File: config.mk
export PLATFORM = sky130hd
export DESIGN_NAME = sorted_priority_goal_queue_top_flat
export DESIGN_NICKNAME = d
export VERILOG_FILES = /design/src/sv/spgq_pkg.sv /design/src/sv/spgq_if.sv /design/src/sv/spgq_ctrl.sv /design/src/sv/spgq_datapath.sv /design/src/sv/sorted_priority_goal_queue_top.sv /design/src/flat_wrapper.sv
export SDC_FILE = /design/constraint.sdc
export NUM_CORES = 2
export LEC_CHECK = 0
export BUFFER_PORTS_ARGS = -buffer_cell sky130_fd_sc_hd__buf_4
export CORE_UTILIZATION = 50
export CTS_BUF_LIST = sky130_fd_sc_hd__clkbuf_4
export DETAILED_ROUTE_END_ITERATION = 7
export PLACE_DENSITY = 0.66
export SYNTH_ARGS = -nofsm -noshare
export SYNTH_HDL_FRONTEND = slang
export SYNTH_SLANG_ARGS = --single-unit
File: constraint.sdc
create_clock -name i_clk -period 48.4 [get_ports i_clk]
set_input_delay 0 -clock i_clk [delete_from_list [all_inputs] [get_ports i_clk]]
set_output_delay 0 -clock i_clk [all_outputs]
set_load 0.01 [all_outputs]
File: src/sv/spgq_pkg.sv
// Shared types and constants of the sorted priority goal queue.
// Used by the channel interfaces, controller, datapath, top level and checker.
package spgq_pkg;

    localparam int DEF_MAX_ENTRIES = 16;
    localparam int TICK_BITS       = 32;
    localparam int KIND_W          = 4;
    localparam int PRIO_W          = 7;
    localparam int IDX_W           = 4;
    localparam int COUNT_W         = 5;
    localparam int IDLE_W          = 8;

    localparam logic [PRIO_W-1:0] PRIO_CAP   = 7'd100;
    localparam logic [IDLE_W-1:0] IDLE_LIMIT = 8'd3;

    typedef enum logic [2:0] {
        ACT_INSERT = 3'd0,
        ACT_REMOVE = 3'd1,
        ACT_POP    = 3'd2,
        ACT_CLEAR  = 3'd3,
        ACT_QUERY  = 3'd4
    } t_action;

    typedef struct packed {
        t_action               action;
        logic [KIND_W-1:0]     goal_kind;
        logic [PRIO_W-1:0]     priority_req;
        logic [TICK_BITS-1:0]  expiry;
        logic [IDX_W-1:0]      entry_index;
        logic [TICK_BITS-1:0]  now_tick;
        logic [IDLE_W-1:0]     idle_count;
    } t_cmd;

    typedef struct packed {
        logic                  ok;
        logic [COUNT_W-1:0]    entry_count;
        logic                  top_valid;
        logic [KIND_W-1:0]     top_kind;
        logic [PRIO_W-1:0]     top_priority;
        logic [TICK_BITS-1:0]  top_expiry;
        logic                  needs_new;
    } t_res;

    typedef struct packed {
        logic [KIND_W-1:0]     kind;
        logic [PRIO_W-1:0]     prio;
        logic [TICK_BITS-1:0]  expiry;
    } t_entry;

    typedef enum logic [1:0] {
        ST_IDLE,
        ST_EXEC,
        ST_REPORT
    } t_state;

    typedef struct packed {
        logic cap_in;
        logic exec;
        logic load_out;
    } t_ctrl;

endpackage

File: src/sv/spgq_if.sv
// Valid/ready channel interfaces for command and result words.
// Depends on spgq_pkg for the payload types.
interface spgq_in_if import spgq_pkg::*; ();
    logic valid;
    logic ready;
    t_cmd data;

    modport source (output valid, output data, input ready);
    modport sink   (input valid, input data, output ready);
endinterface

interface spgq_out_if import spgq_pkg::*; ();
    logic valid;
    logic ready;
    t_res data;

    modport source (output valid, output data, input ready);
    modport sink   (input valid, input data, output ready);
endinterface

File: src/sv/spgq_ctrl.sv
// Controller of the goal queue: capture, update and report sequence,
// and the result valid flag. Depends on spgq_pkg.
module spgq_ctrl import spgq_pkg::*; (
    input  logic  i_clk,
    input  logic  i_rst_n,
    input  logic  i_in_valid,
    input  logic  i_out_ready,
    output logic  o_in_ready,
    output logic  o_out_valid,
    output t_ctrl o_ctrl
);

    t_state r_state, n_state;
    logic   r_out_valid, n_out_valid;
    logic   in_ready;
    t_ctrl  ctrl;

    always_ff @(posedge i_clk) begin
        if (!i_rst_n) begin
            r_state     <= ST_IDLE;
            r_out_valid <= 1'b0;
        end else begin
            r_state     <= n_state;
            r_out_valid <= n_out_valid;
        end
    end

    always_comb begin
        n_state  = r_state;
        ctrl     = '0;
        in_ready = 1'b0;
        case (r_state)
            ST_IDLE: begin
                in_ready = 1'b1;
                if (i_in_valid) begin
                    ctrl.cap_in = 1'b1;
                    n_state     = ST_EXEC;
                end
            end
            ST_EXEC: begin
                ctrl.exec = 1'b1;
                n_state   = ST_REPORT;
            end
            ST_REPORT: begin
                // hold until the result register is free
                if (!r_out_valid || i_out_ready) begin
                    ctrl.load_out = 1'b1;
                    n_state       = ST_IDLE;
                end
            end
            default: n_state = ST_IDLE;
        endcase

        if (ctrl.load_out) begin
            n_out_valid = 1'b1;
        end else if (i_out_ready) begin
            n_out_valid = 1'b0;
        end else begin
            n_out_valid = r_out_valid;
        end
    end

    assign o_in_ready  = in_ready;
    assign o_out_valid = r_out_valid;
    assign o_ctrl      = ctrl;

endmodule

File: src/sv/spgq_datapath.sv
// Datapath of the goal queue: command register, sorted entry cells,
// held count and result register. Depends on spgq_pkg.
module spgq_datapath import spgq_pkg::*; #(
    parameter int MAX_ENTRIES = DEF_MAX_ENTRIES
) (
    input  logic  i_clk,
    input  logic  i_rst_n,
    input  t_ctrl i_ctrl,
    input  t_cmd  i_cmd,
    output t_res  o_res
);

    localparam int CW   = $clog2(MAX_ENTRIES + 1);
    localparam int CMPW = (CW > IDX_W) ? CW : IDX_W;

    t_cmd              r_in;
    t_entry            r_cells [MAX_ENTRIES];
    t_entry            n_cells [MAX_ENTRIES];
    logic [CW-1:0]     r_count, n_count;
    logic              r_ok, n_ok;
    t_res              r_res, n_res;

    logic [MAX_ENTRIES-1:0] after;
    t_entry            new_entry;
    logic [CMPW-1:0]   rm_idx;
    logic              rm_en;
    logic              full;

    always_comb begin
        new_entry.kind   = r_in.goal_kind;
        new_entry.prio   = (r_in.priority_req > PRIO_CAP) ? PRIO_CAP : r_in.priority_req;
        new_entry.expiry = r_in.expiry;
        full = (r_count == CW'(MAX_ENTRIES));
        for (int i = 0; i < MAX_ENTRIES; i++) begin
            after[i] = (CW'(i) >= r_count) || (r_in.priority_req > r_cells[i].prio);
        end
    end

    always_comb begin
        n_cells = r_cells;
        n_count = r_count;
        n_ok    = 1'b0;
        rm_en   = 1'b0;
        rm_idx  = '0;
        case (r_in.action)
            ACT_INSERT: begin
                if (!full) begin
                    if (after[0]) begin
                        n_cells[0] = new_entry;
                    end
                    for (int i = 1; i < MAX_ENTRIES; i++) begin
                        if (after[i] && after[i-1]) begin
                            n_cells[i] = r_cells[i-1];
                        end else if (after[i]) begin
                            n_cells[i] = new_entry;
                        end
                    end
                    n_count = r_count + 1'b1;
                    n_ok    = 1'b1;
                end
            end
            ACT_REMOVE: begin
                rm_idx = CMPW'(r_in.entry_index);
                rm_en  = rm_idx < CMPW'(r_count);
            end
            ACT_POP: begin
                rm_en = (r_count != '0);
            end
            ACT_CLEAR: begin
                n_count = '0;
                n_ok    = 1'b1;
            end
            ACT_QUERY: n_ok = 1'b1;
            default:   n_ok = 1'b0;
        endcase

        if (rm_en) begin
            // close up the gap behind the removed entry
            for (int i = 0; i < MAX_ENTRIES - 1; i++) begin
                if (CMPW'(i) >= rm_idx) begin
                    n_cells[i] = r_cells[i+1];
                end
            end
            n_count = r_count - 1'b1;
            n_ok    = 1'b1;
        end
    end

    always_comb begin
        n_res              = '0;
        n_res.ok           = r_ok;
        n_res.entry_count  = COUNT_W'(r_count);
        n_res.top_valid    = (r_count != '0);
        if (n_res.top_valid) begin
            n_res.top_kind     = r_cells[0].kind;
            n_res.top_priority = r_cells[0].prio;
            n_res.top_expiry   = r_cells[0].expiry;
        end
        n_res.needs_new = !n_res.top_valid
                        || ((n_res.top_expiry != '0) && (r_in.now_tick >= n_res.top_expiry))
                        || (r_in.idle_count >= IDLE_LIMIT);
    end

    always_ff @(posedge i_clk) begin
        if (!i_rst_n) begin
            r_count <= '0;
        end else if (i_ctrl.exec) begin
            r_count <= n_count;
        end
    end

    always_ff @(posedge i_clk) begin
        if (i_ctrl.cap_in) begin
            r_in <= i_cmd;
        end
        if (i_ctrl.exec) begin
            r_cells <= n_cells;
            r_ok    <= n_ok;
        end
        if (i_ctrl.load_out) begin
            r_res <= n_res;
        end
    end

    assign o_res = r_res;

endmodule

File: src/sv/sorted_priority_goal_queue_top.sv
// Top level of the sorted priority goal queue.
// Depends on spgq_pkg, spgq_if, spgq_ctrl and spgq_datapath.
//
// Usage:
//   i_cmd carries one command word per handshake: insert, remove at index,
//   pop top, clear or query, with the fields each action needs plus the
//   current tick and idle round count. o_res returns exactly one result word
//   per command: ok, entry count, top entry and the needs_new flag.
//   Entries are held in priority order, highest first; equal requests up to
//   100 keep arrival order. Stored priorities are clamped to 100.
// Timing:
//   A command passes through capture, table update and result load. The
//   result is valid on the cycle after the load. A new command is accepted
//   only after the last result load, which can wait on a stall, as set by the
//   controller sequence around the single update of the entry cells.
// Reset:
//   Synchronous, active low. The table is emptied; entry contents are left.
// Stall:
//   A stalled result holds in the output register. The next command is still
//   accepted and updated; its result load waits until the register is taken.
module sorted_priority_goal_queue_top import spgq_pkg::*; #(
    parameter int MAX_ENTRIES = DEF_MAX_ENTRIES
) (
    input  logic          i_clk,
    input  logic          i_rst_n,
    spgq_in_if.sink       i_cmd,
    spgq_out_if.source    o_res
);

    t_ctrl ctrl;
    logic  in_ready;
    logic  out_valid;
    t_res  res;

    spgq_ctrl u_ctrl (
        .i_clk       (i_clk),
        .i_rst_n     (i_rst_n),
        .i_in_valid  (i_cmd.valid),
        .i_out_ready (o_res.ready),
        .o_in_ready  (in_ready),
        .o_out_valid (out_valid),
        .o_ctrl      (ctrl)
    );

    spgq_datapath #(
        .MAX_ENTRIES (MAX_ENTRIES)
    ) u_datapath (
        .i_clk   (i_clk),
        .i_rst_n (i_rst_n),
        .i_ctrl  (ctrl),
        .i_cmd   (i_cmd.data),
        .o_res   (res)
    );

    assign i_cmd.ready = in_ready;
    assign o_res.valid = out_valid;
    assign o_res.data  = res;

endmodule

File: src/flat_wrapper.sv
// flat-port wrapper written by rule: the top's interface ports become plain ports
module sorted_priority_goal_queue_top_flat import spgq_pkg::*;
#(
    parameter int MAX_ENTRIES = DEF_MAX_ENTRIES
)
  (i_clk, i_rst_n, i_cmd_valid, i_cmd_data, i_cmd_ready, o_res_valid, o_res_data, o_res_ready);
  spgq_in_if i_cmd_i ();
  spgq_out_if o_res_i ();
  input  logic i_clk;
  input  logic i_rst_n;
  input wire logic [$bits(i_cmd_i.valid)-1:0] i_cmd_valid;
  input wire logic [$bits(i_cmd_i.data)-1:0] i_cmd_data;
  output wire logic [$bits(i_cmd_i.ready)-1:0] i_cmd_ready;
  output wire logic [$bits(o_res_i.valid)-1:0] o_res_valid;
  output wire logic [$bits(o_res_i.data)-1:0] o_res_data;
  input wire logic [$bits(o_res_i.ready)-1:0] o_res_ready;
  assign i_cmd_i.valid = i_cmd_valid;
  assign i_cmd_i.data = i_cmd_data;
  assign i_cmd_ready = i_cmd_i.ready;
  assign o_res_valid = o_res_i.valid;
  assign o_res_data = o_res_i.data;
  assign o_res_i.ready = o_res_ready;
  sorted_priority_goal_queue_top #(.MAX_ENTRIES(MAX_ENTRIES)) u_core (.i_clk(i_clk), .i_rst_n(i_rst_n), .i_cmd(i_cmd_i), .o_res(o_res_i));
endmodule
### Yosys cells after proc, flatten, opt, wreduce, memory -nomap -nowiden

Index checks and enable logic that the tools add are counted.

| cells by class | value |
|---|---|
| add/sub/neg operators | 2 |
| magnitude comparators | 51 |
| eq/ne operators | 10 |
| mux-type cells | 69 |
| bitwise gates (word level) | 1 |
| reductions and logical operators | 48 |

Operators with widths:

| cell | count |
|---|---|
| $mux 43 | 46 |
| $mux 688 | 2 |
| $mux 645 | 1 |
| $gt 7x7->1 | 16 |
| $ge 4x5->1 const A | 15 |
| $ge 3x5->1 const A | 8 |
| $ge 32x32->1 | 1 |
| $mux 32 | 1 |
| $reduce_bool 32->1 | 1 |
| $ge 1x5->1 const A | 4 |
| $ge 2x5->1 const A | 4 |
| $logic_or 1x1->1 | 19 |
| $logic_and 1x1->1 | 16 |
| $mux 5 | 2 |
| $pmux 5 s2 | 1 |
| $mux 1 | 9 |
| $ge 8x2->1 const B | 1 |
| $gt 7x7->1 const B | 1 |
| $mux 7 | 1 |
| $eq 3x2->1 const B | 2 |
| $pmux 2 s3 | 1 |
| $add 5x1->5 const B | 1 |
| $eq 5x5->1 const B | 1 |
| $lt 4x5->1 | 1 |
| other kinds (21) | 26 |

| word-level totals | value |
|---|---|
| register bits after elaboration | 838 |
| input bits | 94 |
| output and inout bits | 53 |

### Depth between registers and ports, before layout

| depth | value |
|---|---|
| depth after elaboration | 8 |
| depth in mapped cells | 15 |
| depth with buffers taken out | 12 |

### Cells and area by module

Synthesis repeated with hierarchy kept, for this count alone.

| second synthesis, totals | value |
|---|---|
| cell total of the unflattened synthesis | 4,415 |
| area total of the unflattened synthesis | 47,436.7 sq um |

Modules (own cells, without submodules):

| module | times used | cells each | area each (sq um) |
|---|---|---|---|
| spgq_datapath | 1 | 4,401 | 47,290.4 |
| spgq_ctrl | 1 | 14 | 146.4 |

### Least setup slack after synthesis

No wires, ideal clock.

| timing | value |
|---|---|
| kind | flip-flop to flip-flop |
| start | register u_core.u_ctrl.r_state[1] |
| end | register u_core.u_datapath.r_count[4] |
| setup time | 0.083 ns |
| arrival | 36.054 ns |
| path slack | 12.263 ns |
| stages on the path, launching flop included | 5 |
| period minus slack after synthesis | 36.137 ns |
| path through | dfxtp_1 -> nor2b_1 -> o21ai_1 -> or3_1 -> o22ai_1 |

| between the ends | value |
|---|---|
| word-level cells in the longest chain between the ends | 3 |

Ends and longest elaborated chain:

| what | line | text |
|---|---|---|
| from (decl) | spgq_ctrl.sv:13 | `t_state r_state, n_state;` |
| from (signal assigned) | spgq_ctrl.sv:23 | `r_state <= n_state;` |
| $eq 2x1->1 | spgq_ctrl.sv:32 | `case (r_state)` |
| $mux 1 | spgq_ctrl.sv:32 |  |
| $reduce_and 3->1 (no line) | - |  |
| to (signal assigned) | spgq_datapath.sv:108 | `r_count <= n_count;` |
| to (decl) | spgq_datapath.sv:19 | `logic [CW-1:0] r_count, n_count;` |

No other way between the ends.
A chain may end at the register's enable or synchronous reset.

### Final worst setup path

| timing | value |
|---|---|
| start | register u_core.u_ctrl.r_state[0] |
| end | register u_core.u_datapath.r_cells[445] (netlist bit), enable pin |

| between the ends | value |
|---|---|
| word-level cells in the longest chain between the ends | 2 |

Ends and longest elaborated chain:

| what | line | text |
|---|---|---|
| $eq 2x1->1 | spgq_ctrl.sv:32 |  |
| $mux 1 | spgq_ctrl.sv:32 |  |
| to (signal assigned) | spgq_datapath.sv:117 | `r_cells <= n_cells;` |
| to (decl) | spgq_datapath.sv:17 | `t_entry r_cells [MAX_ENTRIES];` |

No other way between the ends.

==> impl_results.md <==
* Hold Path Class: input port to flop
* Max-Cap Viols at 0
* R2R Path Start: u_core.u_ctrl.r_state[0]
* First-pass GRT wire length at approximately 200 mm
* Synthesized cell area at 47000 um^2
* Register-to-register setup slack at 43.32 ns
* Setup crit end kind: flop
* WHS at roughly 0.11 ns
* Min-delay src: i_cmd_data[33]
* Clock sinks at 838
* Synth cell types at 64
* CTS max path bufs at 3
* Drt wl/cell at 22.7 um
* Nets@finish at between 4000 and 5000
* Synth Register Bits at 838
* Max Freq at 0.197 GHz
* Post-Synthesis Cells at roughly 4100
* Final period util at 0.105
* Initial Util at 0.504
* Worst-margin pin slew at 1.24 ns
* Post-Syn Nets at 4305
* GPL Wtd Cong at 0.842
* Fin. max-slew vios at 0
* TritonCTS clock tree: built
* Startpoint types: flop
* Worst Hold Depth at 3
* Pwr Density at 33.1 nW/um^2
* Most frequent cell after synthesis: edfxtp_1
* Gr ovfl total at 0
* Hold EP: u_core.u_datapath.r_in[33]
* Core region area at 93200 um^2
* Ports at 147
* Share of the synthesized area in the top cell type at 0.530
* PortBufs at 146
* Synth top area cells: edfxtp_1, mux2i_1, a22oi_1, o21ai_0, ha_1
* H-tree Lvls at 4
* Buf/Inv on CP at 5
* CTS buffer count at 225
* TNS Setup at 0 ns
* Endpoints failing hold at 0
* Final-report setup violation count at 0
* Antenna violations before repair at 2
* Residual DRC at 1
* Synthesized area per cell at roughly 12 um^2
* Synth-to-Final Area Change at 15.0%
* Cts repair resizes at 0
* Slowest cell on crit path: buf_4
* # rows at roughly 110
* R2r endpoint: u_core.u_datapath.r_cells[445]
* Outcome: finished, violations left
* Failing checks: DRC
* Ys async rst share at 0
* DIE HEIGHT at 309 um
* Layout cells sized above 1 at 0.151
* Chip width at just over 300 um
* Post-synth top area cell: edfxtp_1
* WP data arrival at 5.81 ns
* Min Clock Period, post-route at 5.08 ns
* Most used DFF post-synth: edfxtp_1
* Post-CTS Setup Inserts at 0
* EDFF count, synth at 830
* Most common cell on crit path: buf_4
* DR vias at 35300
* Top Family by Delay on Critical Path: buffers and inverters
* CP required at 49.13 ns
* Leak Pwr at 20.7 nW
* Worst stage delay on the critical path at roughly 0.96 ns
* Worst R2R Path Depth at 6
* Largest net degree at the start of global routing at 185
* Vias per inst at 6.11
* Critical-path cell list: nor2b_4 > buf_4 > buf_4 > buf_4 > buf_4 > buf_12
* Seq/Total Area, Yosys at 0.534
* Crit path from: u_core.u_ctrl.r_state[0]
* DRT antenna net count at 0
* Worst Setup Path Type: flop to flop
* Vias in the first global route at 34400
* HPWL Detailed at 82.5 mm
* 1st-iter DRT viols at 3400
* Synth top cells by count: edfxtp_1, mux2i_1, o21ai_0
* Die area at 95200 um^2
* Root Driver: clkbuf_4
* Worst Skew at 0.0690 ns
* RSZ-0062 raised after global routing: false
* DR pass1 iterations at 8
* Clock slew at reported path FFs at 0.06 ns
* GRT Total Usage at 0.273
* Total Wirelength at approximately 130 mm
* Synth warnings at 0
* Worst-skew pair later-pin latency at between 1 and 1.5 ns
* Max FO, Critical Path at 184
* Worst VDD drop at around 0.000026 V
* Worst slew margin at 0.173
[flip-flops by register name, indices dropped and copies added (netlist names)]
| signal | count |
|---|---|
| u_core.u_ctrl.o_out_valid | 1 |
| u_core.u_ctrl.r_state | 2 |
| u_core.u_datapath.new_entry | 36 |
| u_core.u_datapath.o_res | 51 |
| u_core.u_datapath.r_cells | 688 |
| u_core.u_datapath.r_count | 5 |
| u_core.u_datapath.r_in | 54 |
| u_core.u_datapath.r_ok | 1 |
[what timing repair did]
action                                  CTS  global route
endpoints found under the hold margin   239             0
hold buffers                            190             0
endpoints found under the setup margin    0             0
[area by class of cell]
cell class / instances / area, um^2
Antenna cell: 8 / 20.0
Clock buffer: 343 / 2570
Clock inverter: 54 / 379
Fill cell: 7832 / 39100
Inverter: 148 / 556
Multi-Input combinational cell: 2721 / 20300
Sequential cell: 838 / 25100
Tap cell: 1254 / 1570
Timing Repair Buffer: 407 / 3560
[cell families after synthesis]
group                      Yosys count  synth area share
adders and majority gates          152            0.0405
and+or+nand+nor                    707            0.0669
buffers and inverters              500            0.0422
muxes                              658             0.141
AOI/OAI and AO/OA                 1204             0.176
DFF                                838             0.534
[tightest hold or removal path: cells and delay by family]
| family | cells | cell delay [ns] |
|---|---|---|
| buf+inv | 3 | 1.13 |
[routing by layer]
metal | part of all wire | vias up | GRT usage | wire, um
met3 | 0.068 | 190 | 0.0437 | 8860
met4 | 0.022 | 0 | 0.0848 | 2860
met1 | 0.47 | 17200 | 0.399 | 61300
met5 | 0 | - | 0 | 0
met2 | 0.44 | 1413 | 0.416 | 58200
li1 | - | 16500 | - | -
[per-stage QoR]
step / utilization / area (um^2) / worst slack (ns) / power [mW] / instances
final: 0.580 / 54000 / 43.32 / 1.79 / 5773
after global routing: 0.580 / 54000 / 42.98 / 1.87 / 5773
after CTS: 0.580 / 54000 / 43.32 / 1.80 / 5765
after detailed placement: 0.528 / 49200 / 43.34 / 1.13 / 5178
after global placement: 0.528 / 49200 / 43.38 / 1.12 / 5178
after floorplan: - / 47000 / 12.26 / 1.08 / 4059
[cells in the final DEF (no fill, tap or decap), types with 4 or more instances in the layout]
cell,synthesis,final
a211oi_1,18,15
mux2i_1,616,616
clkbuf_4,0,343
dlygate4sd3_1,0,190
a21o_1,25,23
inv_6,0,4
nand3_1,144,144
diode_2,0,8
o311ai_0,6,6
a21oi_4,0,8
nor4_1,10,9
o21a_1,15,15
o211ai_1,128,128
nand4_1,26,26
a221o_1,135,135
inv_1,148,148
ha_1,152,152
nor2_1,191,182
a22oi_1,343,341
nor2b_1,22,19
o22ai_1,8,8
nor3_1,13,13
o21ai_0,416,414
nand2_1,251,248
and2_1,17,16
mux2_2,42,42
nand2b_1,10,8
or3_1,6,6
o211a_1,5,5
a31oi_1,9,7
o21ai_4,0,4
dfxtp_1,8,8
nor2_4,0,9
bufinv_16,0,5
buf_4,0,215
edfxtp_1,830,830
a21oi_1,64,57
or2_2,6,6
clkinv_1,0,36
and3_1,4,4
[how the worst max path moves through the flow]
stage | to | slack (ns) | depth (start not counted)
CTS | u_core.u_datapath.r_cells[363] | 43.32 | 6
finish | u_core.u_datapath.r_cells[445] | 43.32 | 6
global placement | u_core.u_datapath.r_cells[364] | 43.38 | 6
floorplan | u_core.u_datapath.r_count[4] | 12.26 | 4
detailed placement | u_core.u_datapath.r_cells[363] | 43.34 | 6
global route | u_core.u_datapath.r_cells[559] | 42.98 | 6
[where the power goes]
part | internal, mW | switching (mW) | total [mW]
Sequential | 0.856 | 0.0458 | 0.902
Clock | 0.348 | 0.313 | 0.660
Combinational | 0.0945 | 0.130 | 0.224
(Power assumes the default switching activity.)
